[config.mk]
export PLATFORM = sky130hd
export DESIGN_NAME = gclb_ctrl
export DESIGN_NICKNAME = d
export VERILOG_FILES = /design/src/rtl/gclb_pkg.sv /design/src/rtl/gclb_ctrl.sv
export SDC_FILE = /design/constraint.sdc
export NUM_CORES = 1
export LEC_CHECK = 0
export BUFFER_PORTS_ARGS = -buffer_cell sky130_fd_sc_hd__buf_2
export CORE_UTILIZATION = 58
export DETAILED_ROUTE_END_ITERATION = 8
export PLACE_DENSITY = 0.86
export SLEW_MARGIN = 30
export SYNTH_ARGS = -nofsm -noshare
export SYNTH_HDL_FRONTEND = slang
export SYNTH_SLANG_ARGS = --single-unit
[constraint.sdc]
create_clock -name clk_i -period 2.9 [get_ports clk_i]
set_clock_uncertainty 0.05 [all_clocks]
set_input_delay 0.725 -clock clk_i [delete_from_list [all_inputs] [get_ports clk_i]]
set_output_delay 0.725 -clock clk_i [all_outputs]
set_load 0.05 [all_outputs]
[src/rtl/gclb_pkg.sv]
// ----------------------------------------------------------------------------
// gclb_pkg
// Shared constants, command and status types for the gcd/lcm/Bezout unit.
// ----------------------------------------------------------------------------
package gclb_pkg;

  localparam int WORD_BITS = 32;
  localparam int MAG_W     = 31;
  localparam int DIV_W     = 64;
  localparam int NARROW_W  = 32;
  localparam int CNT_W     = 7;

  typedef logic [4:0] op_t;
  localparam op_t OP_NOP      = 5'd0;
  localparam op_t OP_LOAD     = 5'd1;
  localparam op_t OP_DIV_EU   = 5'd2;
  localparam op_t OP_EU_Q     = 5'd3;
  localparam op_t OP_UPD1     = 5'd4;
  localparam op_t OP_UPD2     = 5'd5;
  localparam op_t OP_DIV_QB   = 5'd6;
  localparam op_t OP_SET_QB   = 5'd7;
  localparam op_t OP_DIV_QA   = 5'd8;
  localparam op_t OP_SET_QA   = 5'd9;
  localparam op_t OP_LCM      = 5'd10;
  localparam op_t OP_NUM      = 5'd11;
  localparam op_t OP_NUMSUB   = 5'd12;
  localparam op_t OP_DEN      = 5'd13;
  localparam op_t OP_DENADD   = 5'd14;
  localparam op_t OP_DIV_N    = 5'd15;
  localparam op_t OP_SET_N    = 5'd16;
  localparam op_t OP_XA       = 5'd17;
  localparam op_t OP_XB       = 5'd18;
  localparam op_t OP_FIN      = 5'd19;
  localparam op_t OP_FIN_ZERO = 5'd20;

  typedef logic [3:0] msel_t;
  localparam msel_t MS_QW1  = 4'd0;
  localparam msel_t MS_QW2  = 4'd1;
  localparam msel_t MS_QBMB = 4'd2;
  localparam msel_t MS_U2QB = 4'd3;
  localparam msel_t MS_U1QA = 4'd4;
  localparam msel_t MS_QAQA = 4'd5;
  localparam msel_t MS_QBQB = 4'd6;
  localparam msel_t MS_NQA  = 4'd7;
  localparam msel_t MS_NQB  = 4'd8;

  typedef struct packed {
    op_t   op;
    msel_t msel;
  } cmd_t;

  typedef struct packed {
    logic zero;
    logic pb_zero;
    logic div_done;
  } stat_t;

  function automatic logic [31:0] sat_fix(input logic signed [63:0] x, input logic neg);
    logic signed [63:0] lim;
    logic signed [63:0] s;
    logic [31:0] r;
    lim = 64'sd2147483647;
    if (x > lim) begin
      s = lim;
    end else if (x < -lim) begin
      s = -lim;
    end else begin
      s = x;
    end
    r = s[31:0];
    return neg ? (32'd0 - r) : r;
  endfunction

endpackage

[src/rtl/gclb_ctrl.sv]
// ----------------------------------------------------------------------------
// gclb_ctrl
// Controller: sequences the Euclid loop, the quotient divisions, the
// coefficient reduction and the output handshake.
// ----------------------------------------------------------------------------
module gclb_ctrl import gclb_pkg::*; (
  input  logic  clk_i,
  input  logic  rst_ni,
  input  logic  in_valid_i,
  output logic  in_ready_o,
  output logic  out_valid_o,
  input  logic  out_ready_i,
  input  stat_t stat_i,
  output cmd_t  cmd_o
);

  localparam logic [4:0] S_IDLE   = 5'd0;
  localparam logic [4:0] S_CHECK  = 5'd1;
  localparam logic [4:0] S_LOOP   = 5'd2;
  localparam logic [4:0] S_EDIV   = 5'd3;
  localparam logic [4:0] S_EWAIT  = 5'd4;
  localparam logic [4:0] S_EQ     = 5'd5;
  localparam logic [4:0] S_MQ1    = 5'd6;
  localparam logic [4:0] S_UPD1   = 5'd7;
  localparam logic [4:0] S_UPD2   = 5'd8;
  localparam logic [4:0] S_QBDIV  = 5'd9;
  localparam logic [4:0] S_QBWAIT = 5'd10;
  localparam logic [4:0] S_QBSET  = 5'd11;
  localparam logic [4:0] S_QADIV  = 5'd12;
  localparam logic [4:0] S_QAWAIT = 5'd13;
  localparam logic [4:0] S_QASET  = 5'd14;
  localparam logic [4:0] S_M1     = 5'd15;
  localparam logic [4:0] S_M2     = 5'd16;
  localparam logic [4:0] S_M3     = 5'd17;
  localparam logic [4:0] S_M4     = 5'd18;
  localparam logic [4:0] S_M5     = 5'd19;
  localparam logic [4:0] S_M6     = 5'd20;
  localparam logic [4:0] S_NDIV   = 5'd21;
  localparam logic [4:0] S_NWAIT  = 5'd22;
  localparam logic [4:0] S_NSET   = 5'd23;
  localparam logic [4:0] S_M7     = 5'd24;
  localparam logic [4:0] S_M8     = 5'd25;
  localparam logic [4:0] S_M9     = 5'd26;
  localparam logic [4:0] S_FIN    = 5'd27;
  localparam logic [4:0] S_FINZ   = 5'd28;

  logic [4:0] state_q, state_d;
  logic       ov_q, ov_d;
  logic       out_free;

  assign out_free = !ov_q || out_ready_i;

  always_comb begin
    state_d    = state_q;
    cmd_o.op   = OP_NOP;
    cmd_o.msel = MS_QW1;
    ov_d       = ov_q && !out_ready_i;
    case (state_q)
      S_IDLE: begin
        if (in_valid_i) begin
          cmd_o.op = OP_LOAD;
          state_d  = S_CHECK;
        end
      end
      S_CHECK:  state_d = stat_i.zero ? S_FINZ : S_LOOP;
      S_LOOP:   state_d = stat_i.pb_zero ? S_QBDIV : S_EDIV;
      S_EDIV: begin
        cmd_o.op = OP_DIV_EU;
        state_d  = S_EWAIT;
      end
      S_EWAIT:  if (stat_i.div_done) state_d = S_EQ;
      S_EQ: begin
        cmd_o.op = OP_EU_Q;
        state_d  = S_MQ1;
      end
      S_MQ1: begin
        cmd_o.msel = MS_QW1;
        state_d    = S_UPD1;
      end
      S_UPD1: begin
        cmd_o.op   = OP_UPD1;
        cmd_o.msel = MS_QW2;
        state_d    = S_UPD2;
      end
      S_UPD2: begin
        cmd_o.op = OP_UPD2;
        state_d  = S_LOOP;
      end
      S_QBDIV: begin
        cmd_o.op = OP_DIV_QB;
        state_d  = S_QBWAIT;
      end
      S_QBWAIT: if (stat_i.div_done) state_d = S_QBSET;
      S_QBSET: begin
        cmd_o.op = OP_SET_QB;
        state_d  = S_QADIV;
      end
      S_QADIV: begin
        cmd_o.op = OP_DIV_QA;
        state_d  = S_QAWAIT;
      end
      S_QAWAIT: if (stat_i.div_done) state_d = S_QASET;
      S_QASET: begin
        cmd_o.op = OP_SET_QA;
        state_d  = S_M1;
      end
      S_M1: begin
        cmd_o.msel = MS_QBMB;
        state_d    = S_M2;
      end
      S_M2: begin
        cmd_o.op   = OP_LCM;
        cmd_o.msel = MS_U2QB;
        state_d    = S_M3;
      end
      S_M3: begin
        cmd_o.op   = OP_NUM;
        cmd_o.msel = MS_U1QA;
        state_d    = S_M4;
      end
      S_M4: begin
        cmd_o.op   = OP_NUMSUB;
        cmd_o.msel = MS_QAQA;
        state_d    = S_M5;
      end
      S_M5: begin
        cmd_o.op   = OP_DEN;
        cmd_o.msel = MS_QBQB;
        state_d    = S_M6;
      end
      S_M6: begin
        cmd_o.op = OP_DENADD;
        state_d  = S_NDIV;
      end
      S_NDIV: begin
        cmd_o.op = OP_DIV_N;
        state_d  = S_NWAIT;
      end
      S_NWAIT:  if (stat_i.div_done) state_d = S_NSET;
      S_NSET: begin
        cmd_o.op = OP_SET_N;
        state_d  = S_M7;
      end
      S_M7: begin
        cmd_o.msel = MS_NQA;
        state_d    = S_M8;
      end
      S_M8: begin
        cmd_o.op   = OP_XA;
        cmd_o.msel = MS_NQB;
        state_d    = S_M9;
      end
      S_M9: begin
        cmd_o.op = OP_XB;
        state_d  = S_FIN;
      end
      S_FIN: begin
        if (out_free) begin
          cmd_o.op = OP_FIN;
          ov_d     = 1'b1;
          state_d  = S_IDLE;
        end
      end
      S_FINZ: begin
        if (out_free) begin
          cmd_o.op = OP_FIN_ZERO;
          ov_d     = 1'b1;
          state_d  = S_IDLE;
        end
      end
      default: state_d = S_IDLE;
    endcase
  end

  always_ff @(posedge clk_i or negedge rst_ni) begin
    if (!rst_ni) begin
      state_q <= S_IDLE;
      ov_q    <= 1'b0;
    end else begin
      state_q <= state_d;
      ov_q    <= ov_d;
    end
  end

  assign in_ready_o  = (state_q == S_IDLE);
  assign out_valid_o = ov_q;

endmodule

==> results.yml <==
die:
  pin_count: 18
  fp-row-count: 13
  core_area_um2: 1350
  die_h_um: 40.6
  start_util: 0.639
  die_area_um2: 1650
  die_w_um: 40.6
critical_path:
  critical_path_class: "flip-flop to output port"
  cp-start-kind: "flip-flop"
  arrival_ps: 1960
  cp-end-kind: "output port"
  regToRegSetupSlack_ps: 740
  r2r_start: "state_q[0]$_DFFE_PN0P_"
  crit_fanout: 19
  r2r-end: "state_q[3]$_DFFE_PN0P_"
  r2r_cells: 5
  cp.required_ps: 2120
global_route:
  track_usage: 0.315
  grt_pass1_vias: 772
  grt_start_max_net_pins: 20
  grt_antenna_before_repair: 0
  grt-ovfl-total: 0
  grt_pass1_wl_um: 3350
synth:
  netlist.area_leader.share: 0.174
  synth_ff_type: "dfrtp_1"
  synth.yosys.seq_area_share: 0.174
  async_flop_share: 1.00
  syn-num-nets: 125
  synthTopCellsByArea: "dfrtp_1 17%, o21ai_0 9.3%, nand2_1 6.5%, nor2b_1 5.8%, mux2_4 5.2%"
  syn-mean-instance-area_um2: 7.32
  syn_area_um2: 863
  synth-edff-count: 0
  synth-seq-cells: 6
  yosys_warnings: 0
  synth.largest_area_cell: "dfrtp_1"
  synth.distinct_cells: 43
  synth_cells: 118
timing:
  setup_viol_count_final: 0
  rsz0062_at_grt: "no"
  relSlewSlack: 0.616
  fin_crit_ps: 2730
  slew_viol_final: 0
  hold_viol_final: 0
  final.period_utilization: 0.942
  worst_slack_ps: 169
  timing.fmax_ghz: 0.366
  setup_tns_ps: 0
  worst_pin_slew_ps: 576
cts:
  numCtsBuffers: 3
  cts-root-buf: "clkbuf_4"
  cts_hold_buffers: 0
  htreeDepth: 1
  path_clk_slew_ps: 50
  insertion_delay_ps: 250
  cts_setup_buffers: 0
  cts_resized: 0
  cts_buffer_depth: 2
  cts_tree: "built"
  cts.sinks: 6
layout:
  final_core_util: 0.728
  fin_nets: 143
  mostFrequentLayoutCell: "buf_2"
  antennaDiodeCount: 0
  area_delta_synth_final_pct: 13.8
  final_cell_mix: "17 x buf_2, 15 x nand2_1, 15 x o21ai_0"
  layout-drive-gt1-share: 0.299
placed_design:
  place_congestion: 0.881
  pre_cts_ws_ps: 381
  portBuffers: 17
  hpwlAfterDp_um: 1630
outcome:
  status: "completed"
route:
  m1WireLength_um: 971
  dr.pass1.iters: 4
  viasPerCell: 6.44
  maxUsedRoutingLayer: "met4"
  via_count: 959
  ant_nets: 0
  wl_met3_um: 136
  wl_per_cell_um: 15.5
  drt_iter0_drc: 27
  remaining_drc_errors: 0
  wirelength_um: 2320
  dr_wl_met2_um: 1140
job:
  maxCapViolations: 0
worst_hold_path:
  min_path_type: "input port to asynchronous set/reset pin"
[routing by layer]
layer / global-route usage / up-vias
met4: 0.192 / 0
met3: 0.0500 / 8
met5: 0 / -
met1: 0.375 / 448
met2: 0.524 / 41
li1: - / 462
[synth_stat cells, drive strengths merged (2+ instances only)]
library cell,number
a211oi,2
xnor2,2
a32oi,3
a31o,2
nand2,15
nand2b,2
a41oi,2
nor2b,9
a21oi,7
o21ai,17
buf,7
a31oi,2
dfrtp,6
mux2,4
o211ai,2
nand3,3
clkbuf,5
nor2,10
inv,4
[area by class of cell]
class                      count  area (µm²)
sequential                     6         150
fill                         115         368
tap                           15        18.8
timing repair buffer          25         145
multi-input combinational     96         631
clock buffer                   3        22.5
inverter                       4        15.0
[worst max path at each step]
stage                to  slack, ps  depth (start not counted)              startpoint
6_report       cmd_o[4]        170                          6  state_q[1]$_DFFE_PN0P_
5_1_grt        cmd_o[4]         20                          6  state_q[1]$_DFFE_PN0P_
4_1_cts        cmd_o[4]        200                          6  state_q[1]$_DFFE_PN0P_
3_5_place_dp   cmd_o[6]        380                          7             out_ready_i
3_3_place_gp   cmd_o[6]        410                          7             out_ready_i
2_1_floorplan  cmd_o[7]         10                          4  state_q[3]$_DFFE_PN0P_
[per-stage QoR]
stage,area (µm²),hold slack [ps],instances
final,982,238,149
after global routing,982,236,149
after CTS,982,239,149
after detailed placement,960,505,146
after global placement,960,498,146
after floorplan,863,379,118
[registers in the layout, indices dropped and copies added (netlist names)]
name / count
out_valid_o: 1
state_q: 5
[cells by family (layout without fill, tap and decap cells)]
kind of cell,after synthesis,after routing,share of synthesized area
AND/OR/NAND/NOR,45,45,0.267
AO/OA/AOI/OAI,43,43,0.357
buffers and inverters,16,32,0.0956
flip-flops,6,6,0.174
multiplexers,5,5,0.0768
XOR/XNOR,3,3,0.0304
[critical path, cell delays in order (launching register included)]
cell and delay, ps:
dfrtp_1 690, nor2b_1 360, nand2_1 80, o21ai_0 70, a21oi_1 80, o21ai_1 140
buf_2 270
Power is not shown: default switching activity piles up to over one toggle a cycle in this logic, so the estimate is an artifact.
